## config.mk

```make
export PLATFORM = sky130hd
export DESIGN_NAME = motor_speed_step_planner
export DESIGN_NICKNAME = d
export VERILOG_FILES = /design/src/hw/rtl/mssp_pkg.sv /design/src/hw/rtl/mssp_front.sv /design/src/hw/rtl/mssp_queue.sv /design/src/hw/rtl/mssp_back.sv /design/src/hw/rtl/motor_speed_step_planner.sv
export SDC_FILE = /design/constraint.sdc
export NUM_CORES = 2
export LEC_CHECK = 0
export BUFFER_PORTS_ARGS = -buffer_cell sky130_fd_sc_hd__buf_2
export CAP_MARGIN = 30
export CORE_UTILIZATION = 40
export CTS_CLUSTER_DIAMETER = 100
export DETAILED_ROUTE_END_ITERATION = 16
export PLACE_DENSITY = 0.51
export SLEW_MARGIN = 20
export SYNTH_ARGS = -nofsm -noshare
export SYNTH_HDL_FRONTEND = slang
export SYNTH_HIERARCHICAL = 1
export SYNTH_SLANG_ARGS = --single-unit
```

## constraint.sdc

```tcl
create_clock -name clk_i -period 18 [get_ports clk_i]
set_clock_uncertainty 0.2 [all_clocks]
set_input_delay 2.7 -clock clk_i [delete_from_list [all_inputs] [get_ports clk_i]]
set_output_delay 2.7 -clock clk_i [all_outputs]
set_load 0.03 [all_outputs]
```

## src/hw/rtl/mssp_pkg.sv

```systemverilog
// ----------------------------------------------------------------------------
// mssp_pkg
// Shared types, command codes and ramp helpers of the motor speed step planner.
// ----------------------------------------------------------------------------
package mssp_pkg;

  localparam int MAX_STEPS  = 4;
  localparam int STEP_IDX_W = $clog2(MAX_STEPS);
  localparam int STEP_CNT_W = $clog2(MAX_STEPS + 1);

  // Command codes
  localparam logic [4:0] CMD_STOP       = 5'd0;
  localparam logic [4:0] CMD_FWD        = 5'd1;
  localparam logic [4:0] CMD_FWD_SLOW   = 5'd2;
  localparam logic [4:0] CMD_BACK       = 5'd3;
  localparam logic [4:0] CMD_FWD_L      = 5'd4;
  localparam logic [4:0] CMD_FWD_R      = 5'd5;
  localparam logic [4:0] CMD_BACK_L     = 5'd6;
  localparam logic [4:0] CMD_BACK_R     = 5'd7;
  localparam logic [4:0] CMD_TURN_L     = 5'd8;
  localparam logic [4:0] CMD_TURN_R     = 5'd9;
  localparam logic [4:0] CMD_TREV_L     = 5'd10;
  localparam logic [4:0] CMD_TREV_R     = 5'd11;
  localparam logic [4:0] CMD_ROT_L      = 5'd12;
  localparam logic [4:0] CMD_ROT_R      = 5'd13;
  localparam logic [4:0] CMD_UT_L       = 5'd14;
  localparam logic [4:0] CMD_UT_R       = 5'd15;

  // Configuration register indexes
  localparam logic [1:0] REG_MIN_SPEED  = 2'd0;
  localparam logic [1:0] REG_MAX_SPEED  = 2'd1;
  localparam logic [1:0] REG_UTURN_BASE = 2'd2;

  localparam logic [15:0] ESTOP_HOLD = 16'd20;
  // ceil(2^29 / 100): exact floor(x / 100) for x below 2^22
  localparam logic [22:0] RECIP100   = 23'd5368710;
  localparam int          RECIP_SH   = 29;

  typedef struct packed {
    logic [MAX_STEPS-1:0][8:0] spd;
    logic [STEP_CNT_W-1:0]     cnt;
  } plan_t;

  typedef struct packed {
    logic [4:0]  cmd;
    plan_t       lp;
    plan_t       rp;
    logic [15:0] hold;
    logic        imm;
    logic        last;
  } move_t;

  // floor(x / 3) for an 8-bit magnitude
  function automatic logic [7:0] div3(input logic [7:0] x);
    logic [16:0] prod;
    prod = 17'(x) * 17'd171;
    return prod[16:9];
  endfunction

  function automatic plan_t add_step(input plan_t p, input logic signed [9:0] v);
    plan_t r;
    r = p;
    r.spd[p.cnt[STEP_IDX_W-1:0]] = v[8:0];
    r.cnt = p.cnt + STEP_CNT_W'(1);
    return r;
  endfunction

  // Ramp from cur to nw passing -m, 0 and +m
  function automatic plan_t plan_ramp(input logic signed [8:0] cur,
                                      input logic signed [8:0] nw,
                                      input logic [7:0] m);
    plan_t p;
    logic signed [9:0] c;
    logic signed [9:0] n;
    logic signed [9:0] mp;
    logic signed [9:0] mn;
    p  = '0;
    c  = {cur[8], cur};
    n  = {nw[8], nw};
    mp = $signed({2'b00, m});
    mn = -mp;
    if (n > c) begin
      if (n <= mn) begin
        p = add_step(p, n);
      end else begin
        if (c < mn) p = add_step(p, mn);
        if (c < 10'sd0) p = add_step(p, 10'sd0);
        if (n != 10'sd0) begin
          if (c < mp) p = add_step(p, mp);
          if (n != mp) p = add_step(p, n);
        end
      end
    end else if (n < c) begin
      if (n >= mp) begin
        p = add_step(p, n);
      end else begin
        if (c > mp) p = add_step(p, mp);
        if (c > 10'sd0) p = add_step(p, 10'sd0);
        if (n != 10'sd0) begin
          if (c > mn) p = add_step(p, mn);
          if (n != mn) p = add_step(p, n);
        end
      end
    end else begin
      p = add_step(p, n);
    end
    return p;
  endfunction

endpackage

```

## src/hw/rtl/mssp_front.sv

```systemverilog
// ----------------------------------------------------------------------------
// mssp_front
// Accepts commands, derives speeds and U-turn hold, plans the motor ramps and
// pushes one or two moves per known command into the move queue.
// ----------------------------------------------------------------------------
module mssp_front (
  input  logic               clk_i,
  input  logic               rst_ni,
  input  logic [7:0]         min_speed_i,
  input  logic [7:0]         max_speed_i,
  input  logic [11:0]        uturn_base_i,
  input  logic               in_valid_i,
  output logic               in_ready_o,
  input  logic               func_i,
  input  logic [4:0]         drive_command_i,
  input  logic signed [10:0] tick_percent_i,
  input  logic [4:0]         running_command_i,
  input  logic               full_i,
  output logic               push_o,
  output mssp_pkg::move_t    move_o
);
  import mssp_pkg::*;

  typedef enum logic [4:0] {
    S_IDLE  = 5'b00001,
    S_MUL   = 5'b00010,
    S_DIV   = 5'b00100,
    S_PLAN  = 5'b01000,
    S_PLAN2 = 5'b10000
  } fe_state_e;

  fe_state_e state_q, state_d;

  logic               func_q;
  logic [4:0]         cmd_q;
  logic signed [10:0] pct_q;
  logic [4:0]         run_q;
  logic signed [23:0] prod_q;
  logic [15:0]        quo_q;
  logic               neg_q;
  logic signed [8:0]  slow_q, smax_q, sslow_q;
  logic signed [8:0]  lt_q, lt_d, rt_q, rt_d;

  logic               accept, done;
  logic signed [23:0] prod_d;
  logic [22:0]        pmag;
  logic [45:0]        recip_prod;
  logic signed [9:0]  diff;
  logic [7:0]         dmag;
  logic [7:0]         d3, d2, d23;
  logic signed [9:0]  slow_d, smax_d, sslow_d;
  logic signed [17:0] ut_s, quo_s;
  logic [15:0]        ut_hold;
  logic signed [8:0]  mx_s;
  logic signed [8:0]  tl, tr;
  logic [4:0]         tcmd;
  logic               known, uturn, backing;

  // Speed derivation and U-turn product, taken in S_MUL
  always_comb begin
    diff    = $signed({2'b00, max_speed_i}) - $signed({2'b00, min_speed_i});
    dmag    = diff[9] ? 8'(-diff) : diff[7:0];
    d3      = div3(dmag);
    d2      = dmag >> 1;
    d23     = div3(d2);
    slow_d  = diff[9] ? $signed({2'b00, min_speed_i}) - $signed({2'b00, d3})
                      : $signed({2'b00, min_speed_i}) + $signed({2'b00, d3});
    smax_d  = diff[9] ? $signed({2'b00, min_speed_i}) - $signed({2'b00, d2})
                      : $signed({2'b00, min_speed_i}) + $signed({2'b00, d2});
    sslow_d = diff[9] ? $signed({2'b00, min_speed_i}) - $signed({2'b00, d23})
                      : $signed({2'b00, min_speed_i}) + $signed({2'b00, d23});
    prod_d  = 24'($signed({1'b0, uturn_base_i})) * 24'(pct_q);
  end

  // Division by 100 as a reciprocal multiply, taken in S_DIV
  always_comb begin
    pmag       = prod_q[23] ? 23'(-prod_q) : prod_q[22:0];
    recip_prod = 46'(pmag) * 46'(RECIP100);
  end

  always_comb begin
    quo_s   = neg_q ? -$signed({2'b00, quo_q}) : $signed({2'b00, quo_q});
    ut_s    = $signed({6'b0, uturn_base_i}) + quo_s;
    ut_hold = ut_s[17] ? 16'd0 : ut_s[15:0];
  end

  // Command decode to signed targets
  always_comb begin
    mx_s    = $signed({1'b0, max_speed_i});
    backing = (run_q == CMD_BACK) || (run_q == CMD_BACK_L) || (run_q == CMD_BACK_R);
    known   = 1'b1;
    uturn   = 1'b0;
    tcmd    = cmd_q;
    tl      = '0;
    tr      = '0;
    unique case (cmd_q)
      CMD_STOP: ;
      CMD_FWD: begin
        tl = mx_s;
        tr = mx_s;
      end
      CMD_BACK: begin
        tl = -smax_q;
        tr = -smax_q;
      end
      CMD_TURN_L: begin
        if (backing) begin
          tcmd = CMD_TREV_L;
          tr   = -mx_s;
        end else begin
          tr   = mx_s;
        end
      end
      CMD_TURN_R: begin
        if (backing) begin
          tcmd = CMD_TREV_R;
          tl   = -mx_s;
        end else begin
          tl   = mx_s;
        end
      end
      CMD_FWD_L: begin
        tl = slow_q;
        tr = mx_s;
      end
      CMD_FWD_R: begin
        tl = mx_s;
        tr = slow_q;
      end
      CMD_BACK_L: begin
        tl = -sslow_q;
        tr = -smax_q;
      end
      CMD_BACK_R: begin
        tl = -smax_q;
        tr = -sslow_q;
      end
      CMD_ROT_L: begin
        tl = -smax_q;
        tr = smax_q;
      end
      CMD_ROT_R: begin
        tl = smax_q;
        tr = -smax_q;
      end
      CMD_UT_L: begin
        uturn = 1'b1;
        tl    = -sslow_q;
        tr    = sslow_q;
      end
      CMD_UT_R: begin
        uturn = 1'b1;
        tl    = sslow_q;
        tr    = -sslow_q;
      end
      default: known = 1'b0;
    endcase
  end

  always_comb begin
    state_d = state_q;
    push_o  = 1'b0;
    move_o  = '0;
    done    = 1'b0;
    lt_d    = lt_q;
    rt_d    = rt_q;
    unique case (state_q)
      S_IDLE: ;
      S_MUL:  state_d = S_DIV;
      S_DIV:  state_d = S_PLAN;
      S_PLAN: begin
        if (func_q) begin
          // immediate zero drive, flagged with imm
          move_o.cmd   = CMD_STOP;
          move_o.lp    = plan_ramp(9'sd0, 9'sd0, 8'd0);
          move_o.rp    = plan_ramp(9'sd0, 9'sd0, 8'd0);
          move_o.hold  = 16'd0;
          move_o.imm   = 1'b1;
          if (!full_i) begin
            push_o  = 1'b1;
            lt_d    = '0;
            rt_d    = '0;
            state_d = S_PLAN2;
          end
        end else if (known) begin
          move_o.cmd  = tcmd;
          move_o.lp   = plan_ramp(lt_q, tl, min_speed_i);
          move_o.rp   = plan_ramp(rt_q, tr, min_speed_i);
          move_o.hold = uturn ? ut_hold : 16'd1;
          move_o.last = !uturn;
          if (!full_i) begin
            push_o = 1'b1;
            lt_d   = tl;
            rt_d   = tr;
            if (uturn) begin
              state_d = S_PLAN2;
            end else begin
              done = 1'b1;
            end
          end
        end else begin
          // unplanned code: drop
          done = 1'b1;
        end
      end
      S_PLAN2: begin
        move_o.last = 1'b1;
        if (func_q) begin
          move_o.cmd  = CMD_STOP;
          move_o.lp   = plan_ramp(9'sd0, 9'sd0, 8'd0);
          move_o.rp   = plan_ramp(9'sd0, 9'sd0, 8'd0);
          move_o.hold = ESTOP_HOLD;
        end else begin
          move_o.cmd  = CMD_FWD_SLOW;
          move_o.lp   = plan_ramp(lt_q, sslow_q, min_speed_i);
          move_o.rp   = plan_ramp(rt_q, sslow_q, min_speed_i);
          move_o.hold = 16'd1;
        end
        if (!full_i) begin
          push_o = 1'b1;
          done   = 1'b1;
          if (!func_q) begin
            lt_d = sslow_q;
            rt_d = sslow_q;
          end
        end
      end
      default: state_d = S_IDLE;
    endcase
    if (done) state_d = S_IDLE;
  end

  // take the next command in the cycle the current one finishes
  assign in_ready_o = (state_q == S_IDLE) || done;
  assign accept     = in_valid_i && in_ready_o;

  always_ff @(posedge clk_i or negedge rst_ni) begin
    if (!rst_ni) begin
      state_q <= S_IDLE;
      lt_q    <= '0;
      rt_q    <= '0;
    end else begin
      state_q <= accept ? S_MUL : state_d;
      lt_q    <= lt_d;
      rt_q    <= rt_d;
    end
  end

  always_ff @(posedge clk_i) begin
    if (accept) begin
      func_q <= func_i;
      cmd_q  <= drive_command_i;
      pct_q  <= tick_percent_i;
      run_q  <= running_command_i;
    end
    if (state_q == S_MUL) begin
      prod_q  <= prod_d;
      slow_q  <= slow_d[8:0];
      smax_q  <= smax_d[8:0];
      sslow_q <= sslow_d[8:0];
    end
    if (state_q == S_DIV) begin
      quo_q <= recip_prod[RECIP_SH+15:RECIP_SH];
      neg_q <= prod_q[23];
    end
  end

endmodule

```

## src/hw/rtl/mssp_queue.sv

```systemverilog
// ----------------------------------------------------------------------------
// mssp_queue
// Short FIFO of planned moves between the planner front and the step emitter.
// ----------------------------------------------------------------------------
module mssp_queue #(
  parameter int DEPTH = 4
) (
  input  logic            clk_i,
  input  logic            rst_ni,
  input  logic            push_i,
  input  mssp_pkg::move_t move_i,
  output logic            full_o,
  input  logic            pop_i,
  output logic            empty_o,
  output mssp_pkg::move_t head_o
);
  import mssp_pkg::*;

  localparam int PW = $clog2(DEPTH);
  localparam int CW = $clog2(DEPTH + 1);

  move_t         mem_q [DEPTH];
  logic [PW-1:0] wr_q, rd_q;
  logic [CW-1:0] cnt_q;

  assign full_o  = (cnt_q == CW'(DEPTH));
  assign empty_o = (cnt_q == '0);
  assign head_o  = mem_q[rd_q];

  always_ff @(posedge clk_i or negedge rst_ni) begin
    if (!rst_ni) begin
      wr_q  <= '0;
      rd_q  <= '0;
      cnt_q <= '0;
    end else begin
      if (push_i) wr_q <= (wr_q == PW'(DEPTH - 1)) ? '0 : wr_q + PW'(1);
      if (pop_i)  rd_q <= (rd_q == PW'(DEPTH - 1)) ? '0 : rd_q + PW'(1);
      if (push_i && !pop_i) begin
        cnt_q <= cnt_q + CW'(1);
      end else if (pop_i && !push_i) begin
        cnt_q <= cnt_q - CW'(1);
      end
    end
  end

  always_ff @(posedge clk_i) begin
    if (push_i) mem_q[wr_q] <= move_i;
  end

  a_no_overflow: assert property (@(posedge clk_i) disable iff (!rst_ni)
    push_i |-> !full_o) else $error("move pushed into full queue");
  a_no_underflow: assert property (@(posedge clk_i) disable iff (!rst_ni)
    pop_i |-> !empty_o) else $error("move popped from empty queue");
  a_ptr_gap: assert property (@(posedge clk_i) disable iff (!rst_ni)
    (cnt_q == '0 || cnt_q == CW'(DEPTH)) |-> wr_q == rd_q)
    else $error("queue pointers disagree with fill count");

endmodule

```

## src/hw/rtl/mssp_back.sv

```systemverilog
// ----------------------------------------------------------------------------
// mssp_back
// Walks the head move step by step, merging the left and right ramps, and
// presents one speed step per cycle, when not stalled, via an output register.
// ----------------------------------------------------------------------------
module mssp_back (
  input  logic            clk_i,
  input  logic            rst_ni,
  input  logic            empty_i,
  input  mssp_pkg::move_t head_i,
  output logic            pop_o,
  output logic            out_valid_o,
  input  logic            out_ready_i,
  output logic [4:0]      step_command_o,
  output logic [8:0]      left_speed_o,
  output logic [8:0]      right_speed_o,
  output logic [15:0]     hold_ticks_o,
  output logic            immediate_o,
  output logic            last_o
);
  import mssp_pkg::*;

  logic [STEP_IDX_W-1:0] idx_q, li, ri;
  logic [STEP_CNT_W-1:0] steps;
  logic                  load, final_step;
  logic                  o_valid_q;
  logic [4:0]            o_cmd_q;
  logic [8:0]            o_left_q, o_right_q;
  logic [15:0]           o_hold_q;
  logic                  o_imm_q, o_last_q;

  always_comb begin
    steps      = (head_i.lp.cnt > head_i.rp.cnt) ? head_i.lp.cnt : head_i.rp.cnt;
    final_step = (STEP_CNT_W'(idx_q) == steps - STEP_CNT_W'(1));
    // a shorter ramp holds its last speed
    li = (STEP_CNT_W'(idx_q) < head_i.lp.cnt) ? idx_q
       : STEP_IDX_W'(head_i.lp.cnt - STEP_CNT_W'(1));
    ri = (STEP_CNT_W'(idx_q) < head_i.rp.cnt) ? idx_q
       : STEP_IDX_W'(head_i.rp.cnt - STEP_CNT_W'(1));
    load  = !empty_i && (!o_valid_q || out_ready_i);
    pop_o = load && final_step;
  end

  always_ff @(posedge clk_i or negedge rst_ni) begin
    if (!rst_ni) begin
      o_valid_q <= 1'b0;
      idx_q     <= '0;
    end else begin
      if (load) begin
        o_valid_q <= 1'b1;
        idx_q     <= final_step ? '0 : idx_q + STEP_IDX_W'(1);
      end else if (out_ready_i) begin
        o_valid_q <= 1'b0;
      end
    end
  end

  always_ff @(posedge clk_i) begin
    if (load) begin
      o_cmd_q   <= head_i.cmd;
      o_left_q  <= head_i.lp.spd[li];
      o_right_q <= head_i.rp.spd[ri];
      o_hold_q  <= final_step ? head_i.hold : 16'd1;
      o_imm_q   <= head_i.imm;
      o_last_q  <= head_i.last && final_step;
    end
  end

  assign out_valid_o    = o_valid_q;
  assign step_command_o = o_cmd_q;
  assign left_speed_o   = o_left_q;
  assign right_speed_o  = o_right_q;
  assign hold_ticks_o   = o_hold_q;
  assign immediate_o    = o_imm_q;
  assign last_o         = o_last_q;

  a_idx_in_range: assert property (@(posedge clk_i) disable iff (!rst_ni)
    !empty_i |-> STEP_CNT_W'(idx_q) < steps) else $error("step index past move end");
  a_idx_idle: assert property (@(posedge clk_i) disable iff (!rst_ni)
    empty_i |-> idx_q == '0) else $error("step index left mid-move");
  a_imm_step: assert property (@(posedge clk_i) disable iff (!rst_ni)
    (o_valid_q && o_imm_q) |-> (o_hold_q == 16'd0 && !o_last_q))
    else $error("immediate step with hold or last");

endmodule

```

## src/hw/rtl/motor_speed_step_planner.sv

```systemverilog
// ----------------------------------------------------------------------------
// motor_speed_step_planner
// Plans signed left/right motor speed ramps for drive commands.
// ----------------------------------------------------------------------------
// Usage:
//   s_axis carries one command: tuser is func (1 = emergency stop), tdata
//   holds drive_command, tick_percent and running_command. m_axis returns the
//   speed steps of that command, one per cycle unless m_axis stalls, tlast on
//   the final one and tuser set on an immediate (queue flushing) step.
//   cfg_we_i writes register cfg_idx_i (0 min_speed, 1 max_speed,
//   2 U-turn base ticks) from cfg_data_i; write only while the block is idle.
//   Unknown codes give none. A command passes S_MUL, S_DIV and S_PLAN, then
//   the move queue and the output register before its first step shows.
//   Throughput: the front plans one command at a time and takes the next as
//   it finishes (U-turns and emergency stops plan two moves); the back emits
//   up to 8 steps per command, one per cycle while m_axis_tready is high.
//   A QUEUE_DEPTH move queue sits between the two.
//   Reset clears both motor targets, empties the queue and loads the register
//   defaults. A stalled receiver holds the output step; the queue fills and
//   then the input stalls.
// ----------------------------------------------------------------------------
module motor_speed_step_planner #(
  parameter int QUEUE_DEPTH = 4
) (
  input  logic        clk_i,
  input  logic        rst_ni,
  input  logic        cfg_we_i,
  input  logic [1:0]  cfg_idx_i,
  input  logic [11:0] cfg_data_i,
  input  logic        s_axis_tvalid,
  output logic        s_axis_tready,
  // [4:0] drive_command, [15:5] tick_percent, [20:16] running_command
  input  logic [23:0] s_axis_tdata,
  // [0] func
  input  logic        s_axis_tuser,
  output logic        m_axis_tvalid,
  input  logic        m_axis_tready,
  // [4:0] step_command, [13:5] left_speed, [22:14] right_speed,
  // [38:23] hold_ticks
  output logic [39:0] m_axis_tdata,
  // [0] immediate
  output logic        m_axis_tuser,
  output logic        m_axis_tlast
);
  import mssp_pkg::*;

  logic [7:0]  min_speed_q, max_speed_q;
  logic [11:0] uturn_base_q;
  logic        push, pop, full, empty;
  move_t       push_move, head_move;
  logic [4:0]  step_command;
  logic [8:0]  left_speed, right_speed;
  logic [15:0] hold_ticks;

  always_ff @(posedge clk_i or negedge rst_ni) begin
    if (!rst_ni) begin
      min_speed_q  <= 8'd0;
      max_speed_q  <= 8'd255;
      uturn_base_q <= 12'd100;
    end else if (cfg_we_i) begin
      case (cfg_idx_i)
        REG_MIN_SPEED:  min_speed_q  <= cfg_data_i[7:0];
        REG_MAX_SPEED:  max_speed_q  <= cfg_data_i[7:0];
        REG_UTURN_BASE: uturn_base_q <= cfg_data_i;
        default: ;
      endcase
    end
  end

  mssp_front u_front (
    .clk_i             (clk_i),
    .rst_ni            (rst_ni),
    .min_speed_i       (min_speed_q),
    .max_speed_i       (max_speed_q),
    .uturn_base_i      (uturn_base_q),
    .in_valid_i        (s_axis_tvalid),
    .in_ready_o        (s_axis_tready),
    .func_i            (s_axis_tuser),
    .drive_command_i   (s_axis_tdata[4:0]),
    .tick_percent_i    ($signed(s_axis_tdata[15:5])),
    .running_command_i (s_axis_tdata[20:16]),
    .full_i            (full),
    .push_o            (push),
    .move_o            (push_move)
  );

  mssp_queue #(
    .DEPTH (QUEUE_DEPTH)
  ) u_queue (
    .clk_i   (clk_i),
    .rst_ni  (rst_ni),
    .push_i  (push),
    .move_i  (push_move),
    .full_o  (full),
    .pop_i   (pop),
    .empty_o (empty),
    .head_o  (head_move)
  );

  mssp_back u_back (
    .clk_i          (clk_i),
    .rst_ni         (rst_ni),
    .empty_i        (empty),
    .head_i         (head_move),
    .pop_o          (pop),
    .out_valid_o    (m_axis_tvalid),
    .out_ready_i    (m_axis_tready),
    .step_command_o (step_command),
    .left_speed_o   (left_speed),
    .right_speed_o  (right_speed),
    .hold_ticks_o   (hold_ticks),
    .immediate_o    (m_axis_tuser),
    .last_o         (m_axis_tlast)
  );

  assign m_axis_tdata = {1'b0, hold_ticks, right_speed, left_speed, step_command};

endmodule
```

## Yosys cells after proc, flatten, opt, wreduce, memory -nomap -nowiden

Memory sizes are Yosys's and may differ from the RTL's.
Cells that the tools add are included.

| word-level totals | value |
|---|---|
| memory bits (writable) | 404 |
| word-level logic and storage cells | 589 |
| memories | 1 |
| output and inout bits | 44 |
| bits of input ports | 44 |
| flip-flop bits (word level) | 192 |

| operators by class | value |
|---|---|
| bitwise gates (word level) | 16 |
| multiplexer cells | 313 |
| add/sub/neg operators | 47 |
| eq/ne operators | 40 |
| magnitude comparators | 79 |
| reductions and logical operators | 62 |
| multiply operators | 4 |

Memories:

| memory | words | width | read ports | clocked after memory_dff | wr ports | line | source |
|---|---|---|---|---|---|---|---|
| u_queue.mem_q | 4 | 101 | 1 | 0 | 1 | mssp_queue.sv:22 | `move_t mem_q [DEPTH];` |

Operators by type and width:

| operator | number |
|---|---|
| $mux 39 | 176 |
| $bwmux 36 | 16 |
| $demux 9 s2 | 24 |
| $mux 9 | 39 |
| $and 36x36->36 | 8 |
| $not 36->36 | 8 |
| $mux 99 | 2 |
| $pmux 99 s2 | 1 |
| $pmux 9 s7 | 2 |
| $mux 96 | 1 |
| $lt 2x3->1 const B | 26 |
| $add 3x1->3 const B | 25 |
| $gt 9x9->1 | 6 |
| $lt 9x9->1 | 6 |
| $ge 2x1->1 const B | 24 |
| $mux 5 | 9 |
| $mul 23x22->44 const B | 1 |
| $bmux 9 s2 | 2 |
| $pmux 9 s2 | 2 |
| $eq 5x3->1 const B | 7 |
| $eq 5x4->1 const B | 7 |
| $mux 16 | 2 |
| $le 9x10->1 | 3 |
| $logic_and 1x1->1 | 30 |
| other kinds (60) | 134 |

## Logic depth before layout (Yosys ltp)

| depth | value |
|---|---|
| depth after elaboration | 51 |
| mapped depth | 38 |
| gate-level depth less buffers | 37 |

## Modules after synthesis

Netlist, hierarchy kept.

Modules (own cells, without submodules):

| module | times used | seq. area each (µm²) | cells each | area an instance (µm²) |
|---|---|---|---|---|
| mssp_front | 1 | 3279.4 | 4269 | 34347.9 |
| mssp_queue | 1 | 12306.8 | 565 | 15059.4 |
| mssp_back | 1 | 1306.3 | 187 | 2488.6 |
| motor_speed_step_planner | 1 | 714.4 | 62 | 1086.0 |

## Worst setup path before layout

No wires, ideal clock.

| timing | value |
|---|---|
| path type | register to register |
| from | register min_speed_q[1] |
| to | register u_front.slow_q[8] (data pin) |
| library setup time | 0.262 ns |
| period minus slack after synthesis | 8.365 ns |
| arrival | 7.903 ns |
| stages on the path, launching flop included | 37 |
| required time | 17.538 ns |
| slack | 9.635 ns |
| buffers on the path | 2 |
| path through | dfrtp_1 clkbuf_1 inv_1 fa_1 a21oi_1 o211ai_1 o41ai_1 clkbuf_1 o31ai_1 xor2_1 inv_1 ha_1 fa_1 inv_1 fa_1 inv_1 ha_1 o21a_1 o21a_1 nand3_1 mux2i_1 o31a_1 or3_1 and2_1 inv_1 ha_1 nor2_1 xor2_1 xnor2_1 ha_1 a21o_1 a21oi_1 o21bai_1 a21oi_1 o21bai_1 a21oi_1 xnor2_1 |

| on the way | value |
|---|---|
| word-level cells in the longest chain between the ends | 6 |
| elaborated cells on any way between the ends | 7 |
| those cells by class | 4 x add/sub; 1 x mul; 2 x mux |

Ends and longest elaborated chain:

| what | line | source |
|---|---|---|
| start, declared | motor_speed_step_planner.sv:47 | `logic [7:0] min_speed_q, max_speed_q;` |
| start signal, assigned | motor_speed_step_planner.sv:62 | `REG_MIN_SPEED: min_speed_q <= cfg_data_i[7:0];` |
| $sub 8x8->9 | mssp_front.sv:61 | `diff = $signed({2'b00, max_speed_i}) - $signed({2'b00, min_speed_i});` |
| $neg 8->8 | mssp_front.sv:62 | `dmag = diff[9] ? 8'(-diff) : diff[7:0];` |
| $mux 8 | mssp_front.sv:62 |  |
| $mul 8x8->16 | mssp_pkg.sv:56 | `prod = 17'(x) * 17'd171;` |
| $add 8x7->9 / $sub 8x7->9 (equally long branches) | mssp_front.sv:67, mssp_front.sv:66 |  |
| $mux 9 (*) | mssp_front.sv:66 | `slow_d = diff[9] ? $signed({2'b00, min_speed_i}) - $signed({2'b00, d3})` |
| named net u_front.slow_d[8] | mssp_front.sv:51 | `logic signed [9:0] slow_d, smax_d, sslow_d;` |
| end signal, assigned | mssp_front.sv:258 | `slow_q <= slow_d[8:0];` |
| end, declared | mssp_front.sv:41 | `logic signed [8:0] slow_q, smax_q, sslow_q;` |

Mark *: on every way through the listed nets, which the timed path passes. The rest lies on a longest branch.
A chain may end at the register's enable or synchronous reset.

## Worst setup path in the final report

| timing | value |
|---|---|
| from | register u_front.prod_q[0] |
| to | register u_front.quo_q[15] (data pin) |

| on the way | value |
|---|---|
| word-level cells in the longest chain between the ends | 3 |

Ends and longest elaborated chain:

| what | line | source |
|---|---|---|
| start, declared | mssp_front.sv:38 | `logic signed [23:0] prod_q;` |
| start signal, assigned | mssp_front.sv:257 | `prod_q <= prod_d;` |
| $neg 23->23 | mssp_front.sv:77 | `pmag = prod_q[23] ? 23'(-prod_q) : prod_q[22:0];` |
| $mux 23 (*) | mssp_front.sv:77 |  |
| $mul 23x22->44 (*) | mssp_front.sv:78 | `recip_prod = 46'(pmag) * 46'(RECIP100);` |
| named net u_front.recip_prod[44] | mssp_front.sv:47 | `logic [45:0] recip_prod;` |
| end signal, assigned | mssp_front.sv:263 | `quo_q <= recip_prod[RECIP_SH+15:RECIP_SH];` |
| end, declared | mssp_front.sv:39 | `logic [15:0] quo_q;` |

Marks and branches as above.

==> key figures <==
Run status
  • Status: finished, final reports clean

Clocking
  • Resized Gates After CTS: 0
  • CTS tree: done
  • CTS clock-pin slew for the worst setup and hold paths: about 0.060 ns
  • Setup Buffers After CTS: 0
  • Root buf cell: clkbuf_16
  • H-tree Lvls: 3
  • Worst-skew pair later-pin latency: just under 0.7 ns
  • CTS Buffer Depth: 3
  • CTS sink cnt: around 600
  • Cts bufs inserted: 74
  • Hold_buf cts: 0

Critical path
  • CP Data Required Time: between 15 and 20 ns
  • Critical path class: reg -> reg
  • Setup crit end kind: flop
  • Top cell by count, worst path: fa_1
  • Slowest stage delay, CP: 0.59 ns
  • Worst setup SP type: flop
  • CP max stage cell: edfxtp_1
  • Crit path max fanout: 9
  • Crit path DAT: between 9 and 10 ns

Routing
  • Drt pass-1 iters: 8
  • Initial DRC Count: between 3,000 and 4,000
  • DRC errors left: 0
  • Wirelength, routed: 164,000 um
  • DR vias/cell: a little under 6
  • Drt wl/cell: ~24 um
  • Via count: between 40,000 and 50,000
  • DRT antenna net count: 0

Floorplan
  • IO Pins: 88
  • Core Footprint: 131,000 um2
  • Die Span Y: between 300 and 400 um
  • Initial core utilization: 0.403
  • Die width: 366 um
  • Num rows: 133
  • Die ar.: approximately 130,000 um2

Timing
  • Period utilization: 0.530
  • Max-slew violations: 0
  • Unrepaired setup endpoints after global routing: no
  • Final hold vios: 0
  • Least-Margin Pin Slew: 1.07 ns
  • Max Fclk: between 100 and 150 MHz
  • Final min period: 9.54 ns
  • Final TNS setup: 0 ns
  • # setup viols final: 0
  • Final hold slack: slightly below 0.3 ns
  • Slew margin rel.: 0.271

Synthesis
  • Post-Synth Adder-Cell Area: 0.255
  • Dominant synthesized flop cell: edfxtp_1
  • Synth warn: 6
  • Fraction of registers with async set/reset: 0.102
  • Synth top area share: 0.303
  • Main combinational cell family by area after synthesis: adder cells
  • Cells after Synth: 5,083
  • Seq/Total Area, Yosys: 0.332
  • Mux cell area share after synthesis: 0.0640
  • Flops & latches, synth: roughly 600
  • Top-count cell post-synth: ha_1
  • Synth Area in Simple Gates: 0.117
  • Synth Area in Compound Gates: 0.134
  • Avg Cell Area, Syn: 10.4 um2
  • Area of the mapped netlist: around 53,000 um2
  • EDFF count, synth: ~540
  • Most area-consuming cells after synthesis: edfxtp_1, ha_1, fa_1
  • Synth cell types: between 100 and 150
  • Yosys top cell by area: edfxtp_1
  • Mapped Nets: around 6,000
  • Most common library cells after synthesis: ha_1, inv_1, edfxtp_1
  • Xor/xnor share of the synthesized area: 0.0334

Placed design
  • HPWL after DPL: approximately 120,000 um
  • IO Port Bufs: a little over 80
  • Cell Area, Placed: 55,300 um2
  • Placer Congestion: 0.964

GRT
  • Via count of the first global-routing pass: a little under 40,000
  • GRT Overall Usage: 0.243
  • First-pass GRT wire length: ~250,000 um
  • Largest net degree at the start of global routing: 60
  • Grt total ovfl: 0
  • Antenna violations before repair: 6

Min path
  • Hold Crit Class: reg -> reg

Layout
  • Post-Route Utilization: 0.440
  • Share of cells above drive strength 1: 0.103
  • # fillers: between 10,000 and 15,000
  • Design area: roughly 58,000 um2
  • Layout area overhead: 9.26%
  • Fin nets: 6,035

Flow run
  • Max-cap viol count: 0
[path summary, 6_finish.rpt]
| kind | start | endpoint | depth (start not counted) | slack [ns] |
|---|---|---|---|---|
| hold / removal | u_queue/cnt_q[2] | u_queue/cnt_q[2] | 1 | 0.29 |
| setup / recovery | u_front/prod_q[0] | u_front/quo_q[15] | 28 | 8.46 |
| hold reg to reg | u_queue/cnt_q[2] | u_queue/cnt_q[2] | 1 | 0.29 |
| min in group asynchronous | rst_ni | u_back/out_valid_o | 1 | 1.62 |
| max in group asynchronous | rst_ni | max_speed_q[3] | 3 | 15.14 |
| setup reg to reg | u_front/prod_q[0] | u_front/quo_q[15] | 28 | 8.46 |
[through the flow]
step,cells,worst slack [ns]
floorplan,5083,9.64
global placement,6758,8.43
detailed placement,6764,8.40
CTS,6900,8.38
global route,6905,7.78
finish,6906,8.46
[per-layer routing]
| layer | up-vias | global-route usage | routed length [um] |
|---|---|---|---|
| met3 | 344 | 0.0373 | 10700 |
| met4 | 6 | 0.0855 | 6030 |
| met1 | 19800 | 0.345 | 74500 |
| li1 | 18400 | - | - |
| met2 | 1452 | 0.376 | 72700 |
| met5 | - | 0 | 35 |
[area by class of cell]
type / count / area [um2] / share of cell area
clock buffers: 95 / 1970 / 0.0340
flip-flops and latches: 596 / 17600 / 0.304
multi-input cells: 3654 / 32200 / 0.556
repair buffers: 189 / 1250 / 0.0216
well taps: 1755 / 2200 / 0.0379
inverters: 575 / 2160 / 0.0373
clock inverters: 41 / 514 / 0.00888
diodes: 1 / 2.50 / 0.0000432
[worst max-delay path: cells and delay by family (launching register included)]
family	cells	cell delay, ns
compound gates	8	2.55
xor+xnor	2	0.51
fa+ha+maj	8	3.53
buf+inv	3	0.32
flops	1	0.59
simple gates	7	1.58
[cell families after synthesis]
kind of cell / Yosys count
fa+ha+maj: 901
simple gates: 1240
buf+inv: 833
other cells: 2
flops: 596
mux: 206
xor+xnor: 201
compound gates: 1104
[state kept, by name, summed over array words and instances (netlist names), 8 cells and up]
register	cells
u_front/lt_q	9
u_front/smax_q	9
max_speed_q	8
u_front/sslow_q	9
u_back/left_speed_o	9
u_back/right_speed_o	9
u_front/rt_q	9
min_speed_q	8
u_front/prod_q	24
uturn_base_q	12
u_back/hold_ticks_o	16
u_queue/mem_q	404
u_front/slow_q	9
u_front/quo_q	16
u_front/pct_q	11
[layout by cell type (no fill, tap or decap), types with 80 or more instances in the layout]
cell type / n
nand3_1: 162
o22ai_1: 86
xnor2_1: 138
buf_4: 98
mux4_2: 101
fa_1: 301
nor3_1: 80
o21ai_0: 236
nand2_1: 305
a21oi_1: 274
and2_1: 124
nor2_1: 264
buf_2: 85
inv_1: 566
edfxtp_1: 535
a31oi_1: 80
ha_1: 600
Power is left out: the tool's default activity adds up to more than one toggle a clock period on the data nets, which glitch-free logic cannot reach.
